File: src/hw/rtl/crc16d_pkg.sv
`default_nettype none

package crc16d_pkg;

    localparam logic [7:0]  HDR_FIRST       = 8'hBE;
    localparam logic [7:0]  HDR_SECOND      = 8'hEF;
    localparam logic [7:0]  MAX_FRAME_BYTES = 8'd128;
    localparam logic [15:0] CRC_POLY        = 16'hA001;
    localparam logic [7:0]  BCAST_ID        = 8'd0;

    typedef enum logic [3:0] {
        PH_HUNT = 4'b0001,
        PH_SEEN = 4'b0010,
        PH_LEN  = 4'b0100,
        PH_BODY = 4'b1000
    } phase_t;

    typedef struct packed {
        logic [7:0] body_byte;
        logic       is_crc_byte;
        logic       is_last;
        logic       crc_ok;
        logic       addressed;
    } result_t;

    // CRC-16/ARC, reflected, one byte folded in
    function automatic logic [15:0] crc_arc_byte(input logic [15:0] crc_in,
                                                 input logic [7:0]  b);
        logic [15:0] c;
        c = crc_in ^ {8'd0, b};
        for (int k = 0; k < 8; k++)
        begin
            if (c[0])
            begin
                c = (c >> 1) ^ CRC_POLY;
            end
            else
            begin
                c = c >> 1;
            end
        end
        return c;
    endfunction

endpackage

`default_nettype wire

File: src/hw/rtl/crc16d_in_stage.sv
`default_nettype none

module crc16d_in_stage
    import crc16d_pkg::*;
(
    input  wire logic       clk,
    input  wire logic       rst_n,
    input  wire logic       s_tvalid,
    output logic            s_tready,
    input  wire logic [7:0] s_tdata,
    input  wire logic       advance,
    output logic            in_valid,
    output logic [7:0]      in_byte
);

    logic       valid_reg;
    logic       valid_next;
    logic [7:0] byte_reg;

    assign s_tready = !valid_reg || advance;

    always_comb
    begin
        valid_next = valid_reg;
        if (s_tready)
        begin
            valid_next = s_tvalid;
        end
    end

    always_ff @(posedge clk or negedge rst_n)
    begin
        if (!rst_n)
        begin
            valid_reg <= 1'b0;
        end
        else
        begin
            valid_reg <= valid_next;
        end
    end

    always_ff @(posedge clk)
    begin
        if (s_tready && s_tvalid)
        begin
            byte_reg <= s_tdata;
        end
    end

    assign in_valid = valid_reg;
    assign in_byte  = byte_reg;

endmodule

`default_nettype wire

File: src/hw/rtl/crc16d_core.sv
`default_nettype none

module crc16d_core
    import crc16d_pkg::*;
(
    input  wire logic       clk,
    input  wire logic       rst_n,
    input  wire logic       node_id_we,
    input  wire logic [6:0] node_id_wdata,
    input  wire logic       step,
    input  wire logic [7:0] ch,
    output logic            res_valid,
    output result_t         res
);

    phase_t      phase_reg, phase_next;
    logic [7:0]  len_reg, len_next;
    logic [7:0]  cnt_reg, cnt_next;
    logic [15:0] crc_reg, crc_next;
    logic [7:0]  target_reg, target_next;
    logic [7:0]  crc_lo_reg, crc_lo_next;
    logic [6:0]  node_id_reg;

    logic [8:0]  pos;
    logic [8:0]  len9;
    logic [7:0]  target_cur;
    logic        last;
    logic        in_crc_span;

    assign len9        = {1'b0, len_reg};
    assign pos         = {1'b0, cnt_reg} + 9'd1;
    assign last        = pos >= len9;
    // len >= 3 and pos <= len - 2
    assign in_crc_span = (len_reg >= 8'd3) && ((pos + 9'd2) <= len9);
    assign target_cur  = (pos == 9'd1) ? ch : target_reg;

    always_comb
    begin
        phase_next  = phase_reg;
        len_next    = len_reg;
        cnt_next    = cnt_reg;
        crc_next    = crc_reg;
        target_next = target_reg;
        crc_lo_next = crc_lo_reg;
        res_valid   = 1'b0;
        res         = '0;
        res.body_byte = ch;

        unique case (phase_reg)
            PH_HUNT, PH_SEEN:
            begin
                if (ch == HDR_FIRST)
                begin
                    phase_next = PH_SEEN;
                end
                else if (phase_reg == PH_SEEN && ch == HDR_SECOND)
                begin
                    phase_next = PH_LEN;
                end
                else
                begin
                    phase_next = PH_HUNT;
                end
            end
            PH_LEN:
            begin
                if (ch >= 8'd1 && ch <= MAX_FRAME_BYTES)
                begin
                    len_next    = ch;
                    cnt_next    = '0;
                    crc_next    = '0;
                    target_next = '0;
                    crc_lo_next = '0;
                    phase_next  = PH_BODY;
                end
                else
                begin
                    phase_next = PH_HUNT;
                end
            end
            PH_BODY:
            begin
                res_valid   = 1'b1;
                cnt_next    = pos[7:0];
                target_next = target_cur;
                if (in_crc_span)
                begin
                    crc_next = crc_arc_byte(crc_reg, ch);
                end
                if ((pos + 9'd1) == len9)
                begin
                    crc_lo_next = ch;
                end
                res.is_crc_byte = (pos + 9'd2) > len9;
                res.is_last     = last;
                if (last)
                begin
                    res.crc_ok    = (len_reg >= 8'd3) && ({ch, crc_lo_reg} == crc_reg);
                    res.addressed = (target_cur == BCAST_ID)
                                 || (target_cur == {1'b0, node_id_reg});
                    phase_next    = PH_HUNT;
                    len_next      = '0;
                    cnt_next      = '0;
                end
            end
            default:
            begin
                phase_next = PH_HUNT;
            end
        endcase
    end

    always_ff @(posedge clk or negedge rst_n)
    begin
        if (!rst_n)
        begin
            phase_reg   <= PH_HUNT;
            len_reg     <= '0;
            cnt_reg     <= '0;
            crc_reg     <= '0;
            target_reg  <= '0;
            crc_lo_reg  <= '0;
            node_id_reg <= '0;
        end
        else
        begin
            if (node_id_we)
            begin
                node_id_reg <= node_id_wdata;
            end
            if (step)
            begin
                phase_reg  <= phase_next;
                len_reg    <= len_next;
                cnt_reg    <= cnt_next;
                crc_reg    <= crc_next;
                target_reg <= target_next;
                crc_lo_reg <= crc_lo_next;
            end
        end
    end

endmodule

`default_nettype wire

File: src/hw/rtl/crc16d_out_stage.sv
`default_nettype none

module crc16d_out_stage
    import crc16d_pkg::*;
(
    input  wire logic    clk,
    input  wire logic    rst_n,
    input  wire logic    load,
    input  wire result_t load_res,
    input  wire logic    m_tready,
    output logic         out_valid,
    output result_t      out_res
);

    logic    valid_reg;
    logic    valid_next;
    result_t res_reg;

    always_comb
    begin
        valid_next = valid_reg;
        if (load)
        begin
            valid_next = 1'b1;
        end
        else if (m_tready)
        begin
            valid_next = 1'b0;
        end
    end

    always_ff @(posedge clk or negedge rst_n)
    begin
        if (!rst_n)
        begin
            valid_reg <= 1'b0;
        end
        else
        begin
            valid_reg <= valid_next;
        end
    end

    always_ff @(posedge clk)
    begin
        if (load)
        begin
            res_reg <= load_res;
        end
    end

    assign out_valid = valid_reg;
    assign out_res   = res_reg;

endmodule

`default_nettype wire

File: src/hw/rtl/crc16_serial_packet_deframer.sv
`default_nettype none

// Framed packet receiver for a serial byte stream. It hunts for the header
// 0xBE 0xEF, takes a length byte of 1 to 128 (anything else drops the frame),
// then passes every body byte out as one request; header and length bytes
// produce nothing. A CRC-16/ARC runs over all body bytes but the last two,
// which carry the expected CRC low byte first. On the final byte (tlast) the
// block flags whether the CRC matched and whether the first body byte was 0
// or node_id; frames of 1 or 2 bytes always report a CRC failure. One byte
// is accepted every clock cycle unless m_tready holds the output back: the
// byte-wide CRC update sits in a single combinational step between the input
// register and the result register. node_id should only be written while no
// frame is in flight.
module crc16_serial_packet_deframer
    import crc16d_pkg::*;
(
    input  wire logic        clk,
    input  wire logic        rst_n,
    input  wire logic        node_id_we,
    input  wire logic [6:0]  node_id_wdata,
    input  wire logic        s_tvalid,
    output logic             s_tready,
    input  wire logic [7:0]  s_tdata,   // [7:0] rx_byte
    output logic             m_tvalid,
    input  wire logic        m_tready,
    output logic [15:0]      m_tdata,   // [7:0] body_byte, [8] crc_ok, [9] addressed
    output logic             m_tuser,   // is_crc_byte
    output logic             m_tlast
);

    logic    in_valid;
    logic [7:0] in_byte;
    logic    advance;
    logic    res_valid;
    result_t res;
    logic    out_valid;
    result_t out_res;

    // the stage moves when the output slot is free or being drained
    assign advance = in_valid && (!out_valid || m_tready);

    crc16d_in_stage u_in (
        .clk      (clk),
        .rst_n    (rst_n),
        .s_tvalid (s_tvalid),
        .s_tready (s_tready),
        .s_tdata  (s_tdata),
        .advance  (advance),
        .in_valid (in_valid),
        .in_byte  (in_byte)
    );

    crc16d_core u_core (
        .clk           (clk),
        .rst_n         (rst_n),
        .node_id_we    (node_id_we),
        .node_id_wdata (node_id_wdata),
        .step          (advance),
        .ch            (in_byte),
        .res_valid     (res_valid),
        .res           (res)
    );

    crc16d_out_stage u_out (
        .clk       (clk),
        .rst_n     (rst_n),
        .load      (advance && res_valid),
        .load_res  (res),
        .m_tready  (m_tready),
        .out_valid (out_valid),
        .out_res   (out_res)
    );

    assign m_tvalid = out_valid;
    assign m_tdata  = {6'd0, out_res.addressed, out_res.crc_ok, out_res.body_byte};
    assign m_tuser  = out_res.is_crc_byte;
    assign m_tlast  = out_res.is_last;

endmodule

`default_nettype wire
File: config.mk
export PLATFORM = sky130hd
export DESIGN_NAME = crc16_serial_packet_deframer
export DESIGN_NICKNAME = d
export VERILOG_FILES = /design/src/hw/rtl/crc16d_pkg.sv /design/src/hw/rtl/crc16d_in_stage.sv /design/src/hw/rtl/crc16d_core.sv /design/src/hw/rtl/crc16d_out_stage.sv /design/src/hw/rtl/crc16_serial_packet_deframer.sv
export SDC_FILE = /design/constraint.sdc
export NUM_CORES = 1
export LEC_CHECK = 0
export CORE_MARGIN = 1
export CORE_UTILIZATION = 53
export CTS_CLUSTER_SIZE = 25
export DETAILED_ROUTE_END_ITERATION = 16
export DONT_BUFFER_PORTS = 1
export PLACE_DENSITY_LB_ADDON = 0.08
export SLEW_MARGIN = 20
export SYNTH_ARGS = -nofsm -noshare
export SYNTH_HDL_FRONTEND = slang
export SYNTH_HIERARCHICAL = 1
export SYNTH_SLANG_ARGS = --single-unit
File: constraint.sdc
create_clock -name clk -period 5.6 [get_ports clk]
set_input_delay 0.84 -clock clk [delete_from_list [all_inputs] [get_ports clk]]
set_output_delay 0.84 -clock clk [all_outputs]
set_load 0.005 [all_outputs]
Word level (Yosys, flattened, before mapping)
Cells that the tools add are included.

storage, ports and cells
  bits in registers = 81
  logic and storage cells = 112

operators by class
  add/sub/neg operators = 3
  magnitude comparators = 6
  equality and inequality tests = 14
  muxes and demuxes = 43
  bitwise gates (word level) = 9
  reductions and logical operators = 22

operators with widths
  cell                 number
  $mux 16              24
  $pmux 8 s2           4
  $mux 8               6
  $pmux 16 s2          1
  $not 2->3            8
  $eq 16x16->1         1
  $eq 8x8->1 const B   2
  $xor 16x8->16        1
  $mux 4               3
  $pmux 4 s3           1
  $reduce_and 4->1     3
  $add 8x1->9 const B  1
  $add 9x1->9 const B  1
  $add 9x2->9 const B  1
  $eq 9x1->1 const B   1
  $eq 9x8->1           1
  $ge 9x8->1           1
  $gt 9x8->1           1
  $le 9x8->1           1
  $eq 8x7->1           1
  $ge 8x1->1 const B   1
  $ge 8x2->1 const B   1
  $le 8x8->1 const B   1
  $logic_not 8->1      1
  other kinds (14)     30

Longest topological paths before layout
Gate-level depths: netlist (run 1).

  depth in word-level cells = 34
  mapped depth = 17

Hierarchy
The synthesis (run 1) kept the hierarchy.

by module, submodules not included
  module                        times used  cells each  area an instance (um2)
  crc16d_core                   1           415         4112.7
  crc16d_out_stage              1           15          396.6
  crc16d_in_stage               1           12          294.0
  crc16_serial_packet_deframer  1           10          67.6

Worst setup path after synthesis (run 1)
Ideal clock, no wire load.

  kind = reg2reg
  start point = reg u_core.cnt_reg[0]
  end point = reg u_core.crc_reg[13]
  setup time = 0.121 ns
  data arrival time = 3.293 ns
  required time = 5.479 ns
  path slack = 2.186 ns
  stages on the path, launching flop included = 17
  buffers on the path = 2
  clock period less this slack = 3.414 ns
  path through = dfrtp_1 ha_1 xor2_1 ha_1 nand2_1 nor2_1 xor2_1 ha_1 and3_1 a211oi_1 a31oi_1 nand2_1 a21oi_1 or3_1 buf_6 buf_8 a22o_1

on the way
  cells in the longest elaborated chain, start to end = 6

ends and longest elaborated chain
  element                     RTL line            RTL
  from (decl)                 crc16d_core.sv:18   logic [7:0] cnt_reg, cnt_next;
  from (signal assigned)      crc16d_core.sv:135  cnt_reg <= cnt_next;
  $add 8x1->9                 crc16d_core.sv:31   assign pos = {1'b0, cnt_reg} + 9'd1;
  $add 9x2->9                 crc16d_core.sv:34   assign in_crc_span = (len_reg >= 8'd3) && ((pos + 9'd2) <= len9);
  $le 9x8->1                  crc16d_core.sv:34
  $logic_and 1x1->1           crc16d_core.sv:34
  $ne 2x1->1 (no line)        n/a
  $reduce_and 4->1 (no line)  n/a
  to (signal assigned)        crc16d_core.sv:136  crc_reg <= crc_next;
  to (decl)                   crc16d_core.sv:19   logic [15:0] crc_reg, crc_next;

Every way passes these cells.
A chain may end at the register's enable or synchronous reset.

Worst setup path in the final report (run 1)
  start point = reg u_core.cnt_reg[2]
  end point = reg u_core.crc_reg[6]

The elaborated chain is that of the path after synthesis.

==> results of run 1 <==
worst max-delay path by stage:
stage,endpoint,slack [ns],cells after the start
after floorplan,u_core/crc_reg[13],2.19,16
after global placement,u_core/crc_reg[11],1.82,13
after detailed placement,u_core/crc_reg[6],1.66,13
after CTS,u_core/crc_reg[6],1.60,13
after global routing,u_core/crc_reg[6],1.24,13
final,u_core/crc_reg[6],1.60,13
worst max-delay path: cells and delay by family, from the launching register on:
| kind | cells | cell delay [ns] |
|---|---|---|
| AND/OR/NAND/NOR | 4 | 1.16 |
| XOR/XNOR | 2 | 0.81 |
| AO/OA/AOI/OAI | 4 | 0.55 |
| adder cells (fa/ha/maj) | 2 | 0.53 |
| flip-flops | 1 | 0.45 |
| multiplexers | 1 | 0.37 |
layout by cell type (no fill, tap or decap), drive strengths merged, types with 3 or more instances in the layout:
master and instances:
a22o 29, xnor2 52, nand4 12, a31oi 8
xor2 23, nor2b 11, edfxtp 20, nor4 6
and4 5, mux2i 4, or3 5, nor3 7
and2 3, nand2 22, nand2b 5, o21bai 3
a21o 5, o21ai 3, and3 4, nand3 13
ha 20, dfrtp 60, a21oi 13, inv 26
mux2 22, nor2 18, clkbuf 9, conb 6
layout make-up:
type,instances,area [sq um]
Clock buffer,9,124
Clock inverter,7,72.6
Fill cell,732,3810
Inverter,22,82.6
Multi-Input combinational cell,318,2450
Sequential cell,81,2130
Tap cell,108,135
where the power goes:
| part | internal [mW] | switching, mW |
|---|---|---|
| Clock | 0.175 | 0.257 |
| Combinational | 0.0524 | 0.0533 |
| Sequential | 0.618 | 0.0263 |
routing by layer:
layer,track usage (%),vias up,wire [microns]
li1,-,1544,-
met1,31.5,1617,4840
met2,40.0,67,5290
met3,4.58,11,471
met4,8.51,0,152
met5,0,-,0
logic make-up (layout without fill, tap and decap cells):
kind of cell	count (synthesis)	count (layout)	share of synthesized area, %
fa+ha+maj	20	20	5.14
compound gates	72	72	11.0
simple gates	119	119	14.0
xor+xnor	75	75	13.9
other cells	1	6	0.0770
flops	81	81	43.7
buf+inv	58	38	6.29
mux	26	26	5.91
==> summary by stage, run 1 <==
Synth
In the post-synthesis netlist, the cell with the most instances is dfrtp_1. The prevailing post-synth register cell is dfrtp_1. In the synthesized netlist, the cells that appear most often are 60 x dfrtp_1, 50 x xnor2_1, 29 x a22o_1.

In the post-synthesis netlist, the biggest area contributors are dfrtp_1 31%, edfxtp_1 12%, xnor2_1 9.0%. The distinct cell type count of the synthesized netlist is 57. Synthesis inferred 81 register bits. Counting flops with a built-in enable in the synthesized netlist gives 20. After technology mapping, the gate count stands at 452. The synthesized area per cell is 10.8 sq um. After synthesis, the largest area contributor takes up 30.8% of total cell area.

The share of async-settable or async-resettable flops after synthesis is 75.3%. Sequential cells were found to cover 43.7% of the synthesized design area. The synthesized cell area is 4870 sq um. The biggest area consumer among synthesized cells is dfrtp_1. The number of synthesis warnings is 6.

STA
For the finished layout, the period the worst path requires is 4.00 ns. Derived from the worst setup path, the maximum achievable clock frequency is 250 MHz. Setup violations remaining at the end of the flow were counted as 0.

On the final layout, the worst clock skew is 0.0100 ns. The final worst setup slack is 1.60 ns. The number of max-slew violations in the final report is 0. The worst-case hold slack is 0.149 ns.

The worst max-slew margin expressed relative to the limit is 43.1%. Setup repair after global routing left no endpoint under its margin. The pin slew with the least headroom to its limit is 0.848 ns. The sum of negative setup slack is 0 ns. The number of hold violations in the final report is 0. The share of the cycle needed by the critical path after routing is 71.5%.

Routing
The final layout contains routed wiring with a total length of 10.8 mm. The detailed-router iteration count before antenna repair is 10. The post-detailed-route DRC marker count is 5. The post-route antenna net violation count is 0. The average detailed-routed wire length per instance is 19.7 microns.

Dividing the detail-routed via count by the number of cells gives 5.94. The number of DRC violations after detailed-routing iteration 0 is 156. The detailed router placed 3239 vias in this run.

Place
The number of placed cells counting well taps is 529. The congestion estimate from routability-driven global placement came to 0.946. In this run the cell area measured after placement is 4800 sq um. The wire-length estimate of the detail-placed layout is 7.68 mm. The count of input and output buffers is 0. The post-place setup slack is 1.66 ns.

Critical path
The startpoint of the most critical register-to-register path is u_core/cnt_reg[2]. The critical path is of the flop to flop type. The startpoint type of the worst setup path is a flop.

The most critical setup path has its startpoint at u_core/cnt_reg[2]. The required time at the worst-slack endpoint is 5.86 ns. The arrival time at the worst endpoint is 4.26 ns. Along the worst path, the maximum fanout reaches 16.

Traced cell by cell, the critical path runs through ha_1 > nand2_1 > xnor2_1 > and4b_4 > xnor2_1 > ha_1 > a21o_1 > a211oi_1 > a31oi_1 > nand2_1 > a21oi_1 > or3_1 > mux2_2. The logic depth of the worst register-to-register path is 13. In this run the critical register-to-register path is captured at u_core/crc_reg[6]. The largest individual stage delay along the critical path comes from the cell xnor2_1. The minimum setup slack among reg-to-reg paths is 1.60 ns. The worst setup path is captured at a flop.

The highest cell delay on the worst timing path is 0.68 ns.

CTS
The clock sink count is 81. Once the clock tree was built, the resizer swapped 0 gates to a different size. The number of hold buffers added after CTS was 0.

The CTS clock-pin slew for the worst setup and hold paths is 0.10 ns. The deepest level of the CTS H-tree is 3. Clock latency on the worst-skew pair, taken at its later pin, is 0.37 ns.

The library cell used as clock root buffer is clkbuf_8. The number of post-CTS setup repair buffers is 0. TritonCTS created 9 clock buffers. In this run the deepest clock path goes through 2 buffers. The CTS tree is yes.

Die
The total area inside the core boundary comes to 8810 sq um. The floorplan die area is 9580 sq um. The initial cell density of the core is 55.3%. The floorplan has 34 rows. During I/O placement, the number of pins put on the boundary was 40. In this run the horizontal extent of the chip is 97.9 microns.

In this run the vertical extent of the chip is 97.9 microns.

Cells and area
The final antenna diode count is 0. The non-filler instance count after layout is 545. The layout cell share with drive strength beyond 1 is 11.7%.

In the final design database the tool counted 472 nets. The number of flip-flops under the largest register name is 16. The layout-stage area growth over the synthesis result is 2.59%.

At the end of the flow the core is filled with cells to 56.7%. After routing the design area is 5000 sq um.

GRT
After global routing the overflow that remains totals 0. Entering global routing, the biggest net connects 62 pins. In the global route stage, overall resource usage came out at 24.1%. The number of antenna violations at the first check in global routing came to 0. The via count of the first global-routing pass was 3240. The global-route wire length before repair is 17.6 mm.

Outcome
The run finished, with violations left. The final reports fail on DRC.

Run
Across the run, the number of max-cap violations was 0.

Pwr
The static leakage power is 2.17 nW. VDD sags by at most 180 uV. Dividing total power by cell area gives a power density of 237 nW/um^2. The post-route total power is 1.18 mW.

Hold path
The tightest min-delay check is of the input port to asynchronous set/reset pin type.
No activity file was read; power rests on OpenSTA's default activity.
==> inputs of run 2 (changes only) <==
==> constraint.sdc (replaced) <==
create_clock -name clk -period 3.9 [get_ports clk]
set_input_delay 0.585 -clock clk [delete_from_list [all_inputs] [get_ports clk]]
set_output_delay 0.585 -clock clk [all_outputs]
set_load 0.005 [all_outputs]
==> run 2 against run 1 <==
  * The run still ends with DRC left
  * Clock skew grew 0.0050 ns
  * Power is 47% higher
  * Via count increased by 2.3%
  * Non-clock buffer count rose by 11
  * Worst setup slack got worse by 1.4 ns
  * Sequential power grew 42%
  * Utilization grew 1.3 points
  * Clock power grew 47%
  * Worst hold slack got worse by 0.084 ns
  * Design area rose by 2.3%
  * Flip-flop and latch count stayed put
  * Highest routed layer unchanged
==> summary by stage, run 2 (synthesis gave the netlist of run 1 again) <==
Routing
The average detailed-routed wire length per instance came to 19.6 microns (-0.80%). The wire length reported by the detailed router is 10.9 mm (+1.2%). The number of DRC violations after detailed-routing iteration 0 is 253 (+62%). The post-detailed-route DRC marker count is 5 (unchanged). The total vias in the final route is 3312 (+2.3%). The detailed-router iteration count before antenna repair is 11 (+1). The post-route antenna net violation count is 0 (unchanged). The via density per instance was 5.96 (+0.23%).

Cells and area
The library cells used most frequently in the layout, excluding fill and tap cells, are 60 x dfrtp_1, 50 x xnor2_1, 29 x a22o_1. The net total in the final layout is 483 (+2.3%). The number of flip-flops under the largest register name was 16 (unchanged).

The final instance area is 5110 sq um (+2.3%). The final antenna diode count came to 0 (unchanged). The layout cell share with drive strength beyond 1 is 13.8% (+2.2 points). The most common library cell in the layout ignoring fill and taps is dfrtp_1. Relative to the synthesized area, the layout overhead comes to 4.93%.

Die
The die outline width came to 97.9 microns (unchanged). The area of the core region is 8810 sq um (unchanged). The floorplan die area came to 9580 sq um (unchanged). The number of rows created at floorplan came to 34 (unchanged).

The top-level I/O count was 40 (unchanged). The initial cell density of the core is 55.3% (unchanged). The floorplan die height is 97.9 microns (unchanged).

CTS
The number of post-CTS setup repair buffers is 0 (unchanged). The clock sink count is 81 (unchanged). The clock latency at the later pin of the worst-skew pair is 0.35 ns (-0.02 ns). The CTS clock-pin slew for the worst setup and hold paths is 0.09 ns (about the same). The CTS tree is yes. The deepest clock path buffer count is 2 (unchanged). The library cell used as clock root buffer is clkbuf_8.

The deepest level of the CTS H-tree is 3 (unchanged). The clock buffer count from CTS is 9 (unchanged).

GRT
The global-route wire length before repair was 17.8 mm (+1.0%). The maximum number of pins on one net before global-route repair is 61 (-1.6%). The overall overflow remaining after global route is 0 (unchanged). The via count of the first global-routing pass was 3343 (+3.2%). The number of antenna violations at the first check in global routing is 0 (unchanged). The total global-route track usage is 24.5% (+0.42 points).

Pwr
The static leakage power is 2.23 nW (+3.1%). The combinational cell fraction of total power is 10.6% (+1.7 points). The peak supply drop was 180 uV (about the same). The internal portion of total power is 1.27 mW (+51%). The power density over the cells is 339 nW/um^2 (+43%). The switching power is 0.460 mW (+37%). The proportion of total power due to net switching was 26.5% (-1.9 points). The proportion of power drawn by the clock network is 36.6% (about the same).

The share of total power in sequential cells is 52.7% (-1.8 points).

STA
The number of max-slew violations in the final report is 0 (unchanged). The final clock skew was 0.0149 ns (+0.00495 ns). Setup repair after global routing left no endpoint under its margin. The worst max-slew margin expressed relative to the limit is 48.6% (+5.5 points). The number of hold violations in the final report is 0 (unchanged). The maximum operating frequency came to 271 MHz (+8.6%). The setup-violating endpoint count in the final report is 0 (unchanged). The pin slew with the least headroom to its limit came to 0.771 ns (-0.0767 ns). The minimum clock period is 3.69 ns (-0.318 ns). The worst-case hold slack is 0.0652 ns (-0.0837 ns). The sum of negative setup slack came to 0 ns (unchanged). The share of the cycle needed by the critical path after routing was 94.5% (+23 points).

Critical path
The required time at the worst-slack endpoint is 4.14 ns (-1.72 ns). STA classifies the critical path startpoint as a flop. The arrival time at the worst endpoint is 3.93 ns (-0.33 ns). The biggest fanout along the worst timing path is 16 (unchanged).

The category of the most critical setup path is flop to flop. The element type at the critical path end is a flop.

Run
The number of maximum-capacitance constraint violations is 0 (unchanged).

Place
The placement-stage cell area is 4880 sq um (+1.6%). The detailed placer's ending HPWL was 7.79 mm (+1.4%). The placer's final routability congestion estimate is 0.905 (-4.4%). The count of input and output buffers is 0 (unchanged).

Outcome
The run finished, with violations left. The checks that failed: DRC.

Hold path
The kind of path behind the tightest hold check is input port to asynchronous set/reset pin.
==> run 2: repair_timing <==
action                                  4_1_cts  5_1_grt
gates resized for setup                       0        1
endpoints found under the setup margin        0       14
hold endpoints to repair                     60        0
hold buffers                                  1        0
==> run 2: per-layer routing <==
layer / global-route usage (%) / wire length [microns] / vias up
li1: - / - / 1563
met1: 31.9 / 4850 / 1631
met2: 41.5 / 5390 / 103
met3: 4.08 / 465 / 15
met4: 8.28 / 178 / 0
met5: 0 / 0 / -
==> run 2: stage by stage <==
stage | power [mW] | utilization [%] | worst slack, ns | cells
after floorplan | 1.07 | - | 0.486 | 457
after global placement | 1.10 | 55.4 | 0.339 | 539
after detailed placement | 1.10 | 55.4 | 0.243 | 539
after CTS | 1.75 | 58.0 | 0.226 | 556
after global routing | 1.81 | 58.0 | 0.0116 | 556
final | 1.73 | 58.0 | 0.213 | 556
==> run 2: layout make-up <==
type                       count  area (sq um)
clock buffer                   9           124
sequential                    81          2130
tap                          108           135
inverter                      22          82.6
multi-input combinational    318          2460
clock inverter                 7          76.3
timing repair buffer          11           103
fill                         756          3690
==> run 2: worst max-delay path, cell delays in order (launching register included) <==
cell	delay, ns
dfrtp_1	0.47
ha_1	0.27
nand2_1	0.09
xnor2_1	0.53
and4b_4	0.37
xnor2_1	0.13
ha_1	0.26
a21o_1	0.18
a211oi_1	0.23
a31oi_1	0.06
nand2_1	0.11
a21oi_1	0.07
or3_1	0.30
buf_4	0.20
mux2_2	0.28
==> run 2: path summary, 6_finish.rpt <==
kind	from	cells after the start	slack, ns	to
min in group clk	s_tdata[7]	0	0.32	u_in/in_byte[7]
setup / recovery	u_core/cnt_reg[2]	14	0.21	u_core/crc_reg[12]
setup reg to reg	u_core/cnt_reg[2]	14	0.21	u_core/crc_reg[12]
hold / removal	rst_n	0	0.07	u_core/phase_reg[0]
max in group asynchronous	rst_n	1	3.55	u_core/len_reg[4]
hold reg to reg	u_core/target_reg[7]	1	0.51	u_core/target_reg[7]
==> run 2: power by group through the flow <==
stage	sequential, mW	clock, mW	combinational (mW)
final	0.914	0.635	0.184
after global routing	0.918	0.685	0.203
after CTS	0.915	0.653	0.185
after detailed placement	0.932	0	0.167
after global placement	0.932	0	0.166
after floorplan	0.918	0	0.153
==> inputs of run 3 (changes only) <==
--- a/config.mk
+++ b/config.mk
@@ -5,8 +5,10 @@
 export SDC_FILE = /design/constraint.sdc
 export NUM_CORES = 1
 export LEC_CHECK = 0
+export CELL_PAD_IN_SITES_DETAIL_PLACEMENT = 0
+export CELL_PAD_IN_SITES_GLOBAL_PLACEMENT = 2
 export CORE_MARGIN = 1
-export CORE_UTILIZATION = 53
+export CORE_UTILIZATION = 42
 export CTS_CLUSTER_SIZE = 25
 export DETAILED_ROUTE_END_ITERATION = 16
 export DONT_BUFFER_PORTS = 1
@@ -16,3 +18,4 @@
 export SYNTH_HDL_FRONTEND = slang
 export SYNTH_HIERARCHICAL = 1
 export SYNTH_SLANG_ARGS = --single-unit
+export TNS_END_PERCENT = 5
==> run 3 against run 2 <==
  * Design area increased by 4.2%
  * Flip-flop and latch count unchanged
  * Routed wire length increased by 2.5%
  * Sequential power decreased by 0.5%
  * Worst hold slack improved by 0.017 ns
  * The flow now finishes without violations
==> summary by stage, run 3 (synthesis gave the netlist of run 1 again) <==
Outcome
The flow ran to the end, and the final reports show no timing, DRC or antenna violations.

CTS
The deepest clock path buffer count is 2 (unchanged). The clock buffer count from CTS was 9 (unchanged). The tree is rooted in a clkbuf_16. TritonCTS built the clock tree. The clock latency at the later pin of the worst-skew pair is 0.34 ns (about the same). The clock sink count is 81 (unchanged). The deepest level of the CTS H-tree is 3 (unchanged). The CTS clock-pin slew for the worst setup and hold paths came to 0.06 ns (-0.03 ns).

Place
The placement-stage cell area is 4930 sq um (+1.1%). The detailed placer's ending HPWL is 8.16 mm (+4.7%). The placer's final routability congestion estimate is 0.773 (-15%). The count of input and output buffers came to 0 (unchanged).

STA
The final clock skew is 0.00729 ns (-0.00765 ns). The pin slew with the least headroom to its limit came to 0.756 ns (-0.0155 ns). The worst max-slew margin expressed relative to the limit is 49.6% (+1.0 points). The number of max-slew violations in the final report was 0 (unchanged). The share of the cycle needed by the critical path after routing is 93.9% (-0.63 points). The minimum clock period is 3.66 ns (-0.0246 ns).

The setup-violating endpoint count in the final report came to 0 (unchanged). The sum of negative setup slack came to 0 ns (unchanged). The maximum operating frequency was 273 MHz (+0.67%). Setup repair after global routing left no endpoint under its margin.

The number of hold violations in the final report is 0 (unchanged).

Critical path
The terminus of the critical flop-to-flop path is u_core/crc_reg[11]. Grouping stages by cell kind, the critical path spends the most delay in simple AND/OR/NAND/NOR gates. The startpoint type of the worst setup path is a flop. The logic depth of the worst register-to-register path is 15 (+1). Traced cell by cell, the critical path runs through ha_1 > nand4_2 > xnor2_4 > nand3_1 > nor2_1 > xor2_1 > ha_1 > and3_1 > a211oi_1 > a31oi_1 > nand2_1 > a21oi_1 > or3_1 > buf_4 > mux2_2. The category of the most critical setup path is flop to flop. The buffer and inverter count on the worst path is 1 (unchanged). The highest cell delay on the worst timing path is 0.47 ns (-0.06 ns). The minimum setup slack among reg-to-reg paths is 0.24 ns (+0.02 ns). Among the stages of the critical path, the cell type that occurs most often is ha_1. On the critical path, the stage with the largest delay is an instance of dfrtp_1. The worst setup path is captured at a flop. The startpoint of the most critical register-to-register path is u_core/cnt_reg[2]. The arrival time at the worst endpoint is 3.89 ns (-0.04 ns).

The biggest fanout along the worst timing path is 16 (unchanged). The required time at the worst-slack endpoint is 4.13 ns (about the same).

Die
The floorplan die height was 110 microns (+12%). The number of rows created at floorplan was 38 (+12%). The floorplan die area is 12000 sq um (+26%). The area of the core region is 11100 sq um (+26%). The die outline width is 110 microns (+12%). The initial cell density of the core is 44.0% (-11 points). The top-level I/O count is 40 (unchanged).

Hold path
In this run the worst hold path is classified as input port to asynchronous set/reset pin.

Pwr
The peak supply drop was 260 uV (+44%). The static leakage power is 2.32 nW (+3.8%). The power density over the cells was 379 nW/um^2 (+12%).

Cells and area
Leaving out fill and tap cells, the most frequent cells in the layout are 60 x dfrtp_1, 49 x xnor2_1, 29 x a22o_1. The final antenna diode count is 0 (unchanged). The library cell used most frequently in the layout, excluding fill and tap cells, is dfrtp_1. The layout-stage area growth over the synthesis result is 9.35%. The layout cell share with drive strength beyond 1 is 15.0% (+1.2 points). The net total in the final layout is 487 (+0.83%).

The number of flip-flops under the largest register name was 16 (unchanged). The final instance area is 5330 sq um (+4.2%). The final design utilization is 48.1% (-10 points).

GRT
The via count of the first global-routing pass is 3265 (-2.3%). The total global-route track usage is 20.6% (-3.9 points). The global-route wire length before repair is 17.9 mm (+0.35%). The number of antenna violations at the first check in global routing is 0 (unchanged). The maximum number of pins on one net before global-route repair was 61 (unchanged). The overall overflow remaining after global route is 0 (unchanged).

Routing
The post-detailed-route DRC marker count was 0 (-5). The detailed-router iteration count before antenna repair came to 4 (-7). The uppermost layer routed is met4.

The wire length reported by the detailed router is 11.1 mm (+2.5%). The via density per instance is 5.55 (-6.9%). The average detailed-routed wire length per instance was 18.8 microns (-3.8%).

The post-route antenna net violation count is 0 (unchanged). The detailed route wirelength on metal3 is 384 microns (-17%). The met1 layer wirelength in the final routing is 5.55 mm (+14%). The routed length on met2 is 5.03 mm (-6.7%).

The number of DRC violations after detailed-routing iteration 0 came to 151 (-40%). The total vias in the final route is 3283 (-0.88%).

Run
The number of maximum-capacitance constraint violations is 0 (unchanged).
run 3: changes by cell type in the layout (fill, tap and decap cells not counted), sizes merged:
cell	delta
bufinv	+1
clkinv	-1
clkinvlp	+1
buf	+4
inv	-1
run 3: stage by stage:
step	total power [mW]	cells	hold slack, ns	worst slack, ns
after floorplan	1.07	457	0.289	0.486
after global placement	1.10	573	0.293	0.275
after detailed placement	1.10	573	0.292	0.216
after CTS	2.05	590	0.0659	0.193
after global routing	2.10	592	0.0669	0.0139
final	2.02	592	0.0820	0.237
run 3: timing repair:
action | in CTS | in global routing
buffers inserted | 0 | 2
gates resized for setup | 0 | 3
setup endpoints to repair | 0 | 13
hold endpoints to repair | 60 | 0
hold buffers | 1 | 0
run 3: layer usage:
layer / GRT usage (%) / vias up
met5: 0 / -
met2: 31.6 / 58
li1: - / 1578
met3: 3.68 / 10
met4: 8.48 / 0
met1: 28.7 / 1637
run 3: area by class of cell:
cell class	count	area, sq um
Timing Repair Buffer	15	133
Sequential cell	81	2130
Clock buffer	9	225
Multi-Input combinational cell	318	2480
Fill cell	1043	5750
Inverter	22	82.6
Tap cell	140	175
Clock inverter	7	101
run 3: worst max-delay path by stage:
stage,startpoint,end,cells after the start
after floorplan,u_core/cnt_reg[0],u_core/crc_reg[13],16
after global placement,u_core/cnt_reg[2],u_core/crc_reg[8],15
after detailed placement,u_core/cnt_reg[1],u_core/crc_reg[11],15
after CTS,u_core/cnt_reg[1],u_core/crc_reg[11],15
after global routing,u_core/cnt_reg[2],u_core/crc_reg[8],15
final,u_core/cnt_reg[2],u_core/crc_reg[11],15
run 3: power breakdown:
group          total, mW  internal, mW  leakage [nW]  switching [mW]
combinational      0.192        0.0849          1.15           0.107
clock              0.920         0.567         0.158           0.353
sequential         0.909         0.889          1.01          0.0201
